`src/rtl/ipc_pkg.sv`:
```
// Shared types and constants for the impedance passivity controller.
// No dependencies; imported by every module of the block.
package ipc_pkg;

    // Fixed field widths of the ports.
    localparam int SAMPLE_FIELD_W  = 32;
    localparam int ENERGY_FIELD_W  = 64;
    localparam int PARTNER_FIELD_W = 63;
    localparam int PERIOD_W        = 32;

    // Defaults for the top level parameters.
    localparam int DFLT_SAMPLE_WIDTH = 32;
    localparam int DFLT_ENERGY_WIDTH = 64;

    localparam logic [PERIOD_W-1:0] PERIOD_RESET = 32'd4294967;

    // Serial arithmetic: one multiplier bit and one quotient bit per cycle.
    localparam int MUL_STEPS = PERIOD_W;
    localparam int FRAC_W    = 32;
    localparam int DIV_STEPS = ENERGY_FIELD_W + FRAC_W;

    typedef enum logic [2:0] {
        S_IDLE,
        S_MUL_P,
        S_MUL_E,
        S_UPDATE,
        S_CHECK,
        S_MUL_D,
        S_DIV,
        S_DONE
    } t_state;

endpackage

```
`src/rtl/impedance_passivity_controller.sv`:
```
// Impedance-side passivity observer and controller, one word in, one word out.
// Each word runs two serial multiplies (power, then energy) plus control;
// a corrected force adds a third multiply (the divisor) and a divide.
// Throughput is one word at a time, set by the shared serial multiplier and divider.
// Reset is synchronous, active low: energies clear, sample period returns to 4294967.
module impedance_passivity_controller
    import ipc_pkg::*;
#(
    parameter int SAMPLE_WIDTH = DFLT_SAMPLE_WIDTH,
    parameter int ENERGY_WIDTH = DFLT_ENERGY_WIDTH
) (
    input  logic                              i_clk,
    input  logic                              i_rst_n,
    // Configuration: the sample period, unsigned Q0.32 seconds.
    input  logic                              i_cfg_valid,
    input  logic [PERIOD_W-1:0]               i_cfg_data,
    output logic                              o_cfg_ready,
    // Input words.
    input  logic                              i_in_valid,
    output logic                              o_in_stall,
    input  logic signed [SAMPLE_FIELD_W-1:0]  i_force_req,
    input  logic signed [SAMPLE_FIELD_W-1:0]  i_velocity,
    input  logic [PARTNER_FIELD_W-1:0]        i_partner_input_energy,
    // Result words.
    output logic                              o_out_valid,
    input  logic                              i_out_stall,
    output logic signed [SAMPLE_FIELD_W-1:0]  o_force_out,
    output logic [PARTNER_FIELD_W-1:0]        o_input_energy_out,
    output logic signed [ENERGY_FIELD_W-1:0]  o_output_energy_observed,
    output logic signed [ENERGY_FIELD_W-1:0]  o_output_energy_out,
    output logic                              o_force_modified
);

    localparam int SW = SAMPLE_WIDTH;
    localparam int EW = ENERGY_WIDTH;

    // Saturation bounds: input energy stays below 2^(EW-1), output energy
    // magnitude stays at or below 2^(EW-1).
    localparam logic [ENERGY_FIELD_W:0] IN_MAX  = (65'(1) << (EW - 1)) - 65'(1);
    localparam logic [ENERGY_FIELD_W:0] OUT_MAX = 65'(1) << (EW - 1);
    localparam logic [SW-1:0]           SHALF   = SW'(1) << (SW - 1);

    t_state r_state;
    t_state n_state;

    // Architectural state. Output energy is kept as a magnitude; the
    // port value is its negation.
    logic [PERIOD_W-1:0] r_period;
    logic [EW-2:0]       r_in_energy;
    logic [EW-1:0]       r_out_mag;

    // Per-word working registers.
    logic [EW-1:0]                r_prev_mag;
    logic [EW-1:0]                r_obs_mag;
    logic [PARTNER_FIELD_W-1:0]   r_partner;
    logic [SW-1:0]                r_vmag;
    logic                         r_vneg;
    logic                         r_opp;
    logic                         r_qneg;
    logic [ENERGY_FIELD_W-1:0]    r_nmag;
    logic signed [SAMPLE_FIELD_W-1:0] r_force;
    logic                         r_mod;

    // Output register.
    logic                              r_out_valid;
    logic signed [SAMPLE_FIELD_W-1:0]  r_o_force;
    logic [PARTNER_FIELD_W-1:0]        r_o_in_energy;
    logic signed [ENERGY_FIELD_W-1:0]  r_o_obs;
    logic signed [ENERGY_FIELD_W-1:0]  r_o_out;
    logic                              r_o_mod;

    // Shared serial units.
    logic                      mul_start;
    logic [ENERGY_FIELD_W-1:0] mul_mcand;
    logic [MUL_STEPS-1:0]      mul_mplier;
    logic                      mul_done;
    logic [ENERGY_FIELD_W-1:0] mul_hi;
    logic [MUL_STEPS-1:0]      mul_lo;
    logic                      div_start;
    logic                      div_done;
    logic [SW-1:0]             div_quo;
    logic [SW-1:0]             div_lim;
    logic [ENERGY_FIELD_W-1:0] mul_low64;

    // Input sample split into sign and magnitude over the low SW bits.
    logic [SW-1:0] in_f;
    logic [SW-1:0] in_v;
    logic [SW-1:0] in_fmag;
    logic [SW-1:0] in_vmag;
    logic          in_accept;
    logic          out_take;
    logic          out_load;

    // Update and correction arithmetic.
    logic [ENERGY_FIELD_W:0]   upd_in_sum;
    logic [ENERGY_FIELD_W:0]   upd_out_sum;
    logic [EW-2:0]             upd_in_new;
    logic [EW-1:0]             upd_out_new;
    logic [ENERGY_FIELD_W-1:0] chk_partner;
    logic [ENERGY_FIELD_W-1:0] chk_prev;
    logic                      chk_corr;
    logic                      chk_nneg;
    logic [EW-1:0]             corr_mag;
    logic [SW-1:0]             new_force;

    assign in_f      = i_force_req[SW-1:0];
    assign in_v      = i_velocity[SW-1:0];
    assign in_fmag   = in_f[SW-1] ? SW'(-in_f) : in_f;
    assign in_vmag   = in_v[SW-1] ? SW'(-in_v) : in_v;
    assign in_accept = i_in_valid && !o_in_stall;
    assign out_take  = r_out_valid && !i_out_stall;
    assign mul_low64 = {mul_hi[ENERGY_FIELD_W-MUL_STEPS-1:0], mul_lo};

    // The new energies after adding this word's energy, with saturation.
    assign upd_in_sum  = ENERGY_FIELD_W'(r_in_energy) + {1'b0, mul_hi};
    assign upd_out_sum = ENERGY_FIELD_W'(r_out_mag) + {1'b0, mul_hi};
    assign upd_in_new  = (upd_in_sum > IN_MAX) ? IN_MAX[EW-2:0] : upd_in_sum[EW-2:0];
    assign upd_out_new = (upd_out_sum > OUT_MAX) ? OUT_MAX[EW-1:0] : upd_out_sum[EW-1:0];

    // The controller acts when the observed output energy exceeds what the
    // partner has put in and the velocity is nonzero.
    assign chk_partner = ENERGY_FIELD_W'(r_partner);
    assign chk_prev    = ENERGY_FIELD_W'(r_prev_mag);
    assign chk_corr    = (ENERGY_FIELD_W'(r_out_mag) > chk_partner) && (r_vmag != '0);
    assign chk_nneg    = chk_prev > chk_partner;

    assign corr_mag  = ({1'b0, chk_partner} > OUT_MAX) ? OUT_MAX[EW-1:0] : EW'(r_partner);
    assign div_lim   = r_qneg ? SHALF : SHALF - SW'(1);
    assign new_force = r_qneg ? SW'(-div_quo) : div_quo;

    assign o_cfg_ready = 1'b1;
    assign o_in_stall  = (r_state != S_IDLE);

    ipc_serial_mul u_mul (
        .i_clk     (i_clk),
        .i_rst_n   (i_rst_n),
        .i_start   (mul_start),
        .i_mcand   (mul_mcand),
        .i_mplier  (mul_mplier),
        .o_done    (mul_done),
        .o_prod_hi (mul_hi),
        .o_prod_lo (mul_lo)
    );

    ipc_serial_div #(
        .QW (SW)
    ) u_div (
        .i_clk   (i_clk),
        .i_rst_n (i_rst_n),
        .i_start (div_start),
        .i_num   (r_nmag),
        .i_den   (mul_low64),
        .i_lim   (div_lim),
        .o_done  (div_done),
        .o_quo   (div_quo)
    );

    always_ff @(posedge i_clk) begin
        if (!i_rst_n) begin
            r_state <= S_IDLE;
        end else begin
            r_state <= n_state;
        end
    end

    // Sequencer: power, then energy, then the optional force correction.
    always_comb begin
        n_state    = r_state;
        mul_start  = 1'b0;
        mul_mcand  = '0;
        mul_mplier = r_period;
        div_start  = 1'b0;
        out_load   = 1'b0;
        unique case (r_state)
            S_IDLE: begin
                if (i_in_valid) begin
                    // Power magnitude |F| * |V|.
                    mul_start  = 1'b1;
                    mul_mcand  = ENERGY_FIELD_W'(in_fmag);
                    mul_mplier = MUL_STEPS'(in_vmag);
                    n_state    = S_MUL_P;
                end
            end
            S_MUL_P: begin
                if (mul_done) begin
                    // Energy magnitude |P| * period / 2^32.
                    mul_start = 1'b1;
                    mul_mcand = mul_low64;
                    n_state   = S_MUL_E;
                end
            end
            S_MUL_E: begin
                if (mul_done) begin
                    n_state = S_UPDATE;
                end
            end
            S_UPDATE: begin
                n_state = S_CHECK;
            end
            S_CHECK: begin
                if (chk_corr) begin
                    // Divisor |V| * period.
                    mul_start = 1'b1;
                    mul_mcand = ENERGY_FIELD_W'(r_vmag);
                    n_state   = S_MUL_D;
                end else begin
                    n_state = S_DONE;
                end
            end
            S_MUL_D: begin
                if (mul_done) begin
                    div_start = 1'b1;
                    n_state   = S_DIV;
                end
            end
            S_DIV: begin
                if (div_done) begin
                    n_state = S_DONE;
                end
            end
            S_DONE: begin
                if (!r_out_valid || !i_out_stall) begin
                    out_load = 1'b1;
                    n_state  = S_IDLE;
                end
            end
            default: begin
                n_state = S_IDLE;
            end
        endcase
    end

    // Configuration and the energy state.
    always_ff @(posedge i_clk) begin
        if (!i_rst_n) begin
            r_period    <= PERIOD_RESET;
            r_in_energy <= '0;
            r_out_mag   <= '0;
        end else begin
            if (i_cfg_valid) begin
                r_period <= i_cfg_data;
            end
            if (r_state == S_UPDATE) begin
                // Negative power feeds input energy, positive power drains
                // output energy. Zero power adds zero either way.
                if (r_opp) begin
                    r_in_energy <= upd_in_new;
                end else begin
                    r_out_mag <= upd_out_new;
                end
            end
            if (r_state == S_DIV && div_done) begin
                r_out_mag <= corr_mag;
            end
        end
    end

    // Per-word working registers.
    always_ff @(posedge i_clk) begin
        if (in_accept) begin
            r_partner  <= i_partner_input_energy;
            r_vmag     <= in_vmag;
            r_vneg     <= in_v[SW-1];
            r_opp      <= in_f[SW-1] ^ in_v[SW-1];
            r_prev_mag <= r_out_mag;
            r_force    <= SAMPLE_FIELD_W'(signed'(in_f));
            r_mod      <= 1'b0;
        end
        if (r_state == S_UPDATE) begin
            r_obs_mag <= r_opp ? r_out_mag : upd_out_new;
        end
        if (r_state == S_CHECK) begin
            // Numerator restores this word's drain: partner plus previous
            // output energy, which is partner minus the previous magnitude.
            r_nmag <= chk_nneg ? chk_prev - chk_partner : chk_partner - chk_prev;
            r_qneg <= chk_nneg ^ r_vneg;
        end
        if (r_state == S_DIV && div_done) begin
            r_force <= SAMPLE_FIELD_W'(signed'(new_force));
            r_mod   <= 1'b1;
        end
    end

    // Output register: lets the next word start while this one waits.
    always_ff @(posedge i_clk) begin
        if (!i_rst_n) begin
            r_out_valid <= 1'b0;
        end else if (out_load) begin
            r_out_valid <= 1'b1;
        end else if (out_take) begin
            r_out_valid <= 1'b0;
        end
    end

    always_ff @(posedge i_clk) begin
        if (out_load) begin
            r_o_force     <= r_force;
            r_o_in_energy <= PARTNER_FIELD_W'(r_in_energy);
            r_o_obs       <= -ENERGY_FIELD_W'(r_obs_mag);
            r_o_out       <= -ENERGY_FIELD_W'(r_out_mag);
            r_o_mod       <= r_mod;
        end
    end

    assign o_out_valid              = r_out_valid;
    assign o_force_out              = r_o_force;
    assign o_input_energy_out       = r_o_in_energy;
    assign o_output_energy_observed = r_o_obs;
    assign o_output_energy_out      = r_o_out;
    assign o_force_modified         = r_o_mod;

`ifndef SYNTH
    a_mul_done_in_mul_state: assert property (@(posedge i_clk) disable iff (!i_rst_n)
        mul_done |-> (r_state == S_MUL_P || r_state == S_MUL_E || r_state == S_MUL_D))
        else $error("multiplier finished outside a multiply state");

    a_div_done_in_div_state: assert property (@(posedge i_clk) disable iff (!i_rst_n)
        div_done |-> (r_state == S_DIV))
        else $error("divider finished outside the divide state");

    a_out_mag_bound: assert property (@(posedge i_clk) disable iff (!i_rst_n)
        {1'b0, ENERGY_FIELD_W'(r_out_mag)} <= OUT_MAX)
        else $error("output energy magnitude beyond saturation bound");

    a_modified_sets_partner: assert property (@(posedge i_clk) disable iff (!i_rst_n)
        (r_state == S_DIV && div_done) |=> (r_out_mag == corr_mag))
        else $error("corrected output energy not taken from partner energy");
`endif

endmodule

```
`src/rtl/ipc_serial_mul.sv`:
```
// Shift-and-add multiplier, one multiplier bit per cycle.
// Depends on ipc_pkg for the step count and operand widths.
module ipc_serial_mul
    import ipc_pkg::*;
(
    input  logic                      i_clk,
    input  logic                      i_rst_n,
    input  logic                      i_start,
    input  logic [ENERGY_FIELD_W-1:0] i_mcand,
    input  logic [MUL_STEPS-1:0]      i_mplier,
    output logic                      o_done,
    output logic [ENERGY_FIELD_W-1:0] o_prod_hi,
    output logic [MUL_STEPS-1:0]      o_prod_lo
);

    localparam int CNT_W = $clog2(MUL_STEPS);

    logic                      r_busy;
    logic                      r_done;
    logic [CNT_W-1:0]          r_cnt;
    logic [ENERGY_FIELD_W-1:0] r_mc;
    logic [ENERGY_FIELD_W-1:0] r_hi;
    logic [MUL_STEPS-1:0]      r_lo;
    logic [ENERGY_FIELD_W:0]   n_sum;

    // The low product bits fall into the multiplier register as it empties.
    assign n_sum = {1'b0, r_hi} + (r_lo[0] ? {1'b0, r_mc} : '0);

    always_ff @(posedge i_clk) begin
        if (!i_rst_n) begin
            r_busy <= 1'b0;
            r_done <= 1'b0;
            r_cnt  <= '0;
        end else begin
            r_done <= 1'b0;
            if (i_start) begin
                r_busy <= 1'b1;
                r_cnt  <= '0;
            end else if (r_busy) begin
                r_cnt <= r_cnt + CNT_W'(1);
                if (r_cnt == CNT_W'(MUL_STEPS - 1)) begin
                    r_busy <= 1'b0;
                    r_done <= 1'b1;
                end
            end
        end
    end

    always_ff @(posedge i_clk) begin
        if (i_start) begin
            r_mc <= i_mcand;
            r_hi <= '0;
            r_lo <= i_mplier;
        end else if (r_busy) begin
            r_hi <= n_sum[ENERGY_FIELD_W:1];
            r_lo <= {n_sum[0], r_lo[MUL_STEPS-1:1]};
        end
    end

    assign o_done    = r_done;
    assign o_prod_hi = r_hi;
    assign o_prod_lo = r_lo;

endmodule

```
`src/rtl/ipc_serial_div.sv`:
```
// Restoring divider for floor(n * 2^32 / d), one quotient bit per cycle,
// with the quotient clamped to a limit. Depends on ipc_pkg.
module ipc_serial_div
    import ipc_pkg::*;
#(
    parameter int QW = DFLT_SAMPLE_WIDTH
) (
    input  logic                      i_clk,
    input  logic                      i_rst_n,
    input  logic                      i_start,
    input  logic [ENERGY_FIELD_W-1:0] i_num,
    input  logic [ENERGY_FIELD_W-1:0] i_den,
    input  logic [QW-1:0]             i_lim,
    output logic                      o_done,
    output logic [QW-1:0]             o_quo
);

    localparam int CNT_W = $clog2(DIV_STEPS);

    logic                      r_busy;
    logic                      r_done;
    logic [CNT_W-1:0]          r_cnt;
    logic [ENERGY_FIELD_W-1:0] r_num;
    logic [ENERGY_FIELD_W-1:0] r_den;
    logic [ENERGY_FIELD_W-1:0] r_rem;
    logic [QW-1:0]             r_quo;
    logic [QW-1:0]             r_lim;
    logic                      r_sat;
    logic                      r_nzero;
    logic [ENERGY_FIELD_W:0]   n_shift;
    logic                      n_ge;
    logic [QW:0]               n_quo;

    // The numerator bits come first, then the fractional zeros.
    assign n_shift = {r_rem, r_num[ENERGY_FIELD_W-1]};
    assign n_ge    = n_shift >= {1'b0, r_den};
    assign n_quo   = {r_quo, n_ge};

    always_ff @(posedge i_clk) begin
        if (!i_rst_n) begin
            r_busy <= 1'b0;
            r_done <= 1'b0;
            r_cnt  <= '0;
        end else begin
            r_done <= 1'b0;
            if (i_start) begin
                r_busy <= 1'b1;
                r_cnt  <= '0;
            end else if (r_busy) begin
                r_cnt <= r_cnt + CNT_W'(1);
                if (r_cnt == CNT_W'(DIV_STEPS - 1)) begin
                    r_busy <= 1'b0;
                    r_done <= 1'b1;
                end
            end
        end
    end

    always_ff @(posedge i_clk) begin
        if (i_start) begin
            r_num   <= i_num;
            r_den   <= i_den;
            r_rem   <= '0;
            r_quo   <= '0;
            r_lim   <= i_lim;
            r_sat   <= 1'b0;
            r_nzero <= (i_num == '0);
        end else if (r_busy) begin
            r_num <= {r_num[ENERGY_FIELD_W-2:0], 1'b0};
            if (n_ge) begin
                r_rem <= ENERGY_FIELD_W'(n_shift - {1'b0, r_den});
            end else begin
                r_rem <= n_shift[ENERGY_FIELD_W-1:0];
            end
            // The quotient only grows, so passing the limit once is final.
            if (n_quo > {1'b0, r_lim}) begin
                r_sat <= 1'b1;
            end
            r_quo <= n_quo[QW-1:0];
        end
    end

    // A zero divisor saturates unless the numerator is zero as well.
    assign o_quo  = r_nzero ? '0 : (r_sat ? r_lim : r_quo);
    assign o_done = r_done;

endmodule

```
`config.mk`:
```
export PLATFORM = sky130hd
export DESIGN_NAME = impedance_passivity_controller
export DESIGN_NICKNAME = d
export VERILOG_FILES = /design/src/rtl/ipc_pkg.sv /design/src/rtl/impedance_passivity_controller.sv /design/src/rtl/ipc_serial_mul.sv /design/src/rtl/ipc_serial_div.sv
export SDC_FILE = /design/constraint.sdc
export NUM_CORES = 2
export LEC_CHECK = 0
export ABC_AREA = 1
export BUFFER_PORTS_ARGS = -buffer_cell sky130_fd_sc_hd__buf_2
export CORE_MARGIN = 4
export CORE_UTILIZATION = 40
export CTS_CLUSTER_DIAMETER = 200
export DETAILED_ROUTE_END_ITERATION = 16
export MAX_ROUTING_LAYER = met4
export PLACE_DENSITY = 0.57
export SYNTH_ARGS = -nofsm -noshare
export SYNTH_HDL_FRONTEND = slang
export SYNTH_SLANG_ARGS = --single-unit
```
`constraint.sdc`:
```
create_clock -name i_clk -period 42.6 [get_ports i_clk]
set_clock_uncertainty 0.1 [all_clocks]
set_input_delay 6.39 -clock i_clk [delete_from_list [all_inputs] [get_ports i_clk]]
set_output_delay 6.39 -clock i_clk [all_outputs]
set_load 0.05 [all_outputs]
```
==> flow_summary.json <==
{
  "synth_edf_count": 773,
  "synth_nets": 10820,
  "hold_path_class": "register to register",
  "tightest_slew_ns": 1.203,
  "routedWlPerCell_um": 23.46,
  "clock-sinks": 1114,
  "grt_pass1_wl_um": 448900,
  "drt_iter0_drc": 6268,
  "cts_resized": 0,
  "syn-instance-count": 10160,
  "status": "finished clean",
  "die_h_um": 442.6,
  "antenna_found_initial": 16,
  "clock_path_buffers": 3,
  "area_delta_synth_final_pct": 12.62,
  "critPathBufInv": 3,
  "use_met3_pct": 3.999,
  "cpPeakStageDelay_ns": 0.63,
  "busiest_layer": "met2",
  "path_delay_family": "simple AND/OR/NAND/NOR gates",
  "p_leak_nw": 38.47,
  "vias": 70580,
  "finalSetupTns_ns": 0,
  "synth_area_per_cell_um2": 7.433,
  "use_met1_pct": 41.76,
  "wl_um": 308500,
  "place_area_mm2": 0.08036,
  "crit_type": "primary input to register",
  "fin_area_mm2": 0.08507,
  "dieArea_mm2": 0.1959,
  "crit_path_start_kind": "primary input",
  "slew_headroom_pct": 19.81,
  "place.gp.congestion": 1.025,
  "pre_cts_ws_ns": 33.01,
  "clkTransAtPathRegs_ns": 0.06,
  "cts_htree_levels": 4,
  "ant_nets": 0,
  "post-route-util_pct": 45.30,
  "rsz0062_at_grt": "no",
  "crit_arrival_ns": 9.43,
  "finalSetupViolations": 0,
  "port_buffers": 389,
  "synth_seq_cells": 1114,
  "grt_pass1_vias": 68130,
  "fill_cells": 19320,
  "clk_latency_ns": 0.84,
  "ir_drop_uv": 43.45,
  "report.power.total_mw": 4.639,
  "vias_per_cell": 5.367,
  "dp_hpwl_um": 251000,
  "path_max_fanout": 3,
  "drc": 0,
  "rows": 159,
  "fin_ws_ns": 33.74,
  "netlist_area_mm2": 0.07554,
  "first_pass_iters": 6,
  "fp.dieW_um": 442.6,
  "gr-usage-met2_pct": 49.89,
  "yosysUniqueCellTypes": 72,
  "design.core.area_mm2": 0.1878,
  "ys_seq_area_share_pct": 39.76,
  "max-cap-violations": 0,
  "finalMaxSlewViolations": 0,
  "ys.flop_type": "edfxtp_1",
  "grt_max_degree": 144,
  "path_cells": "buf_2, inv_1, ha_1, inv_1, nor3_1, nand3_1, nor4_1, nand4_1, o21ai_0, nand2_1, o21ai_0, o21ai_0, a21oi_1, a21oi_1, nand2_1",
  "async_flop_share_pct": 0,
  "period_needed_ns": 8.857,
  "hold_violations": 0,
  "grt.overflow.total": 0,
  "critPathCaptureType": "register",
  "cpMostUsedCell": "o21ai_0",
  "multiInputGateArea_mm2": 0.03853,
  "final-seq-area_mm2": 0.03004,
  "postCtsSetupRepairBufs": 0,
  "fin_nets": 11190,
  "start_util_pct": 40.22,
  "drive_above_1_share_pct": 8.135,
  "fmax_mhz": 112.9,
  "pin_count": 391,
  "p_per_area_mw_per_mm2": 54.53,
  "worstPathRequired_ns": 43.17,
  "cts_tree": "built",
  "root_buffer": "clkbuf_16",
  "post-route-period-util_pct": 20.79,
  "synth_warnings": 0,
  "cts_inserted_buffers": 134,
  "cts_hold_repair.buffers": 0,
  "grt.total_usage_pct": 31.41,
  "critPathSlowestCell": "nor4_1"
}
-- cells by family (layout without fill, tap and decap cells) --
family,Yosys count,in the layout,synth area share [%]
simple gates,4325,4325,23.66
compound gates,2014,2014,14.78
buf+inv,1853,2336,9.358
flops,1114,1114,39.76
fa+ha+maj,490,490,8.175
xor+xnor,356,356,4.127
mux,10,10,0.1325
other cells,1,9,0.004964
-- stage by stage --
stage / instances / hold slack [ns]
6_report: 13150 / 0.3189
5_1_grt: 13150 / 0.3258
4_1_cts: 13140 / 0.3173
3_5_place_dp: 12890 / 0.3045
3_3_place_gp: 12890 / 0.3012
2_1_floorplan: 10160 / 0.3003
-- path summary, 6_finish.rpt --
kind	startpoint	to	slack, ns	cells past startpoint
setup / recovery	i_force_req[1]	u_mul.r_mc[26]$_DFFE_PN_	33.74	15
hold / removal	r_force[25]$_DFFE_PP_	o_force_out[25]$_DFFE_PP_	0.32	0
setup reg to reg	r_partner[61]$_DFFE_PP_	u_mul.o_prod_lo[2]$_DFFE_PP_	37.02	15
hold reg to reg	r_force[25]$_DFFE_PP_	o_force_out[25]$_DFFE_PP_	0.32	0
-- routing by layer --
layer	vias to the layer above	part of all wire, %	wire [um]
met3	386	6.0	18500
li1	34290	-	-
met2	2184	46	141400
met1	33720	45	137900
met5	-	0	0
met4	0	3.5	10740
-- power by group --
part | internal [mW] | switching, mW
Clock | 0.695 | 0.516
Sequential | 1.39 | 0.208
Combinational | 0.540 | 1.29
Total | 2.63 | 2.01
-- state kept, by name, summed over array words and instances (netlist names), 64 cells and up --
| signal | flops |
|---|---|
| chk_prev | 64 |
| o_output_energy_observed | 64 |
| o_output_energy_out | 64 |
| r_nmag | 64 |
| r_obs_mag | 64 |
| r_out_mag | 64 |
| u_div.r_den | 64 |
| u_div.r_num | 64 |
| u_div.r_rem | 64 |
| u_mul.o_prod_hi | 64 |
| u_mul.r_mc | 64 |
-- synth_stat cells (7+ instances only) --
cell type / count / area (um^2)
nand4_1: 72 / 450.4
ha_1: 484 / 6056
buf_2: 43 / 215.2
a21boi_0: 15 / 112.6
nand3_1: 283 / 1416
a21oi_1: 933 / 4669
dfxtp_1: 341 / 6827
a221oi_1: 12 / 105.1
o221ai_1: 15 / 131.4
nand3_2: 10 / 100.1
o21ai_1: 12 / 60.06
o2111ai_1: 11 / 96.34
o21a_1: 55 / 412.9
nand2_2: 70 / 437.9
mux2i_1: 10 / 100.1
nand3b_1: 34 / 255.2
or2_2: 36 / 225.2
inv_1: 1601 / 6010
clkbuf_1: 179 / 671.9
o21bai_1: 24 / 180.2
o21ai_0: 567 / 2838
o22ai_1: 78 / 488.0
inv_2: 7 / 26.28
and3_1: 12 / 75.07
nand2_1: 2397 / 8997
nor4_1: 89 / 556.8
nor2_1: 1170 / 4392
buf_1: 10 / 37.54
edfxtp_1: 773 / 23210
nor3_1: 113 / 565.5
a31oi_1: 129 / 807.0
xnor2_1: 132 / 1156
xor2_1: 224 / 1962
a211oi_1: 20 / 150.1
o211ai_1: 56 / 420.4
a21o_1: 50 / 375.4
-- layout by cell type (no fill, tap or decap), types with 129 or more instances in the layout --
cell type     n
a21oi_1     932
a31oi_1     129
buf_2       389
clkbuf_16   136
dfxtp_1     340
edfxtp_1    773
ha_1        484
inv_1      1595
nand2_1    2394
nand3_1     281
nor2_1     1165
o21ai_0     567
xnor2_1     132
xor2_1      224
-- cell type report --
cell class / count / area share [%]
Antenna cell: 8 / 0.02353
Clock buffer: 168 / 4.236
Clock inverter: 81 / 1.280
Inverter: 1611 / 7.126
Multi-Input combinational cell: 7196 / 45.28
Sequential cell: 1114 / 35.31
Tap cell: 2495 / 3.669
Timing Repair Buffer: 476 / 3.071
Power figures use the tool's default switching activity.
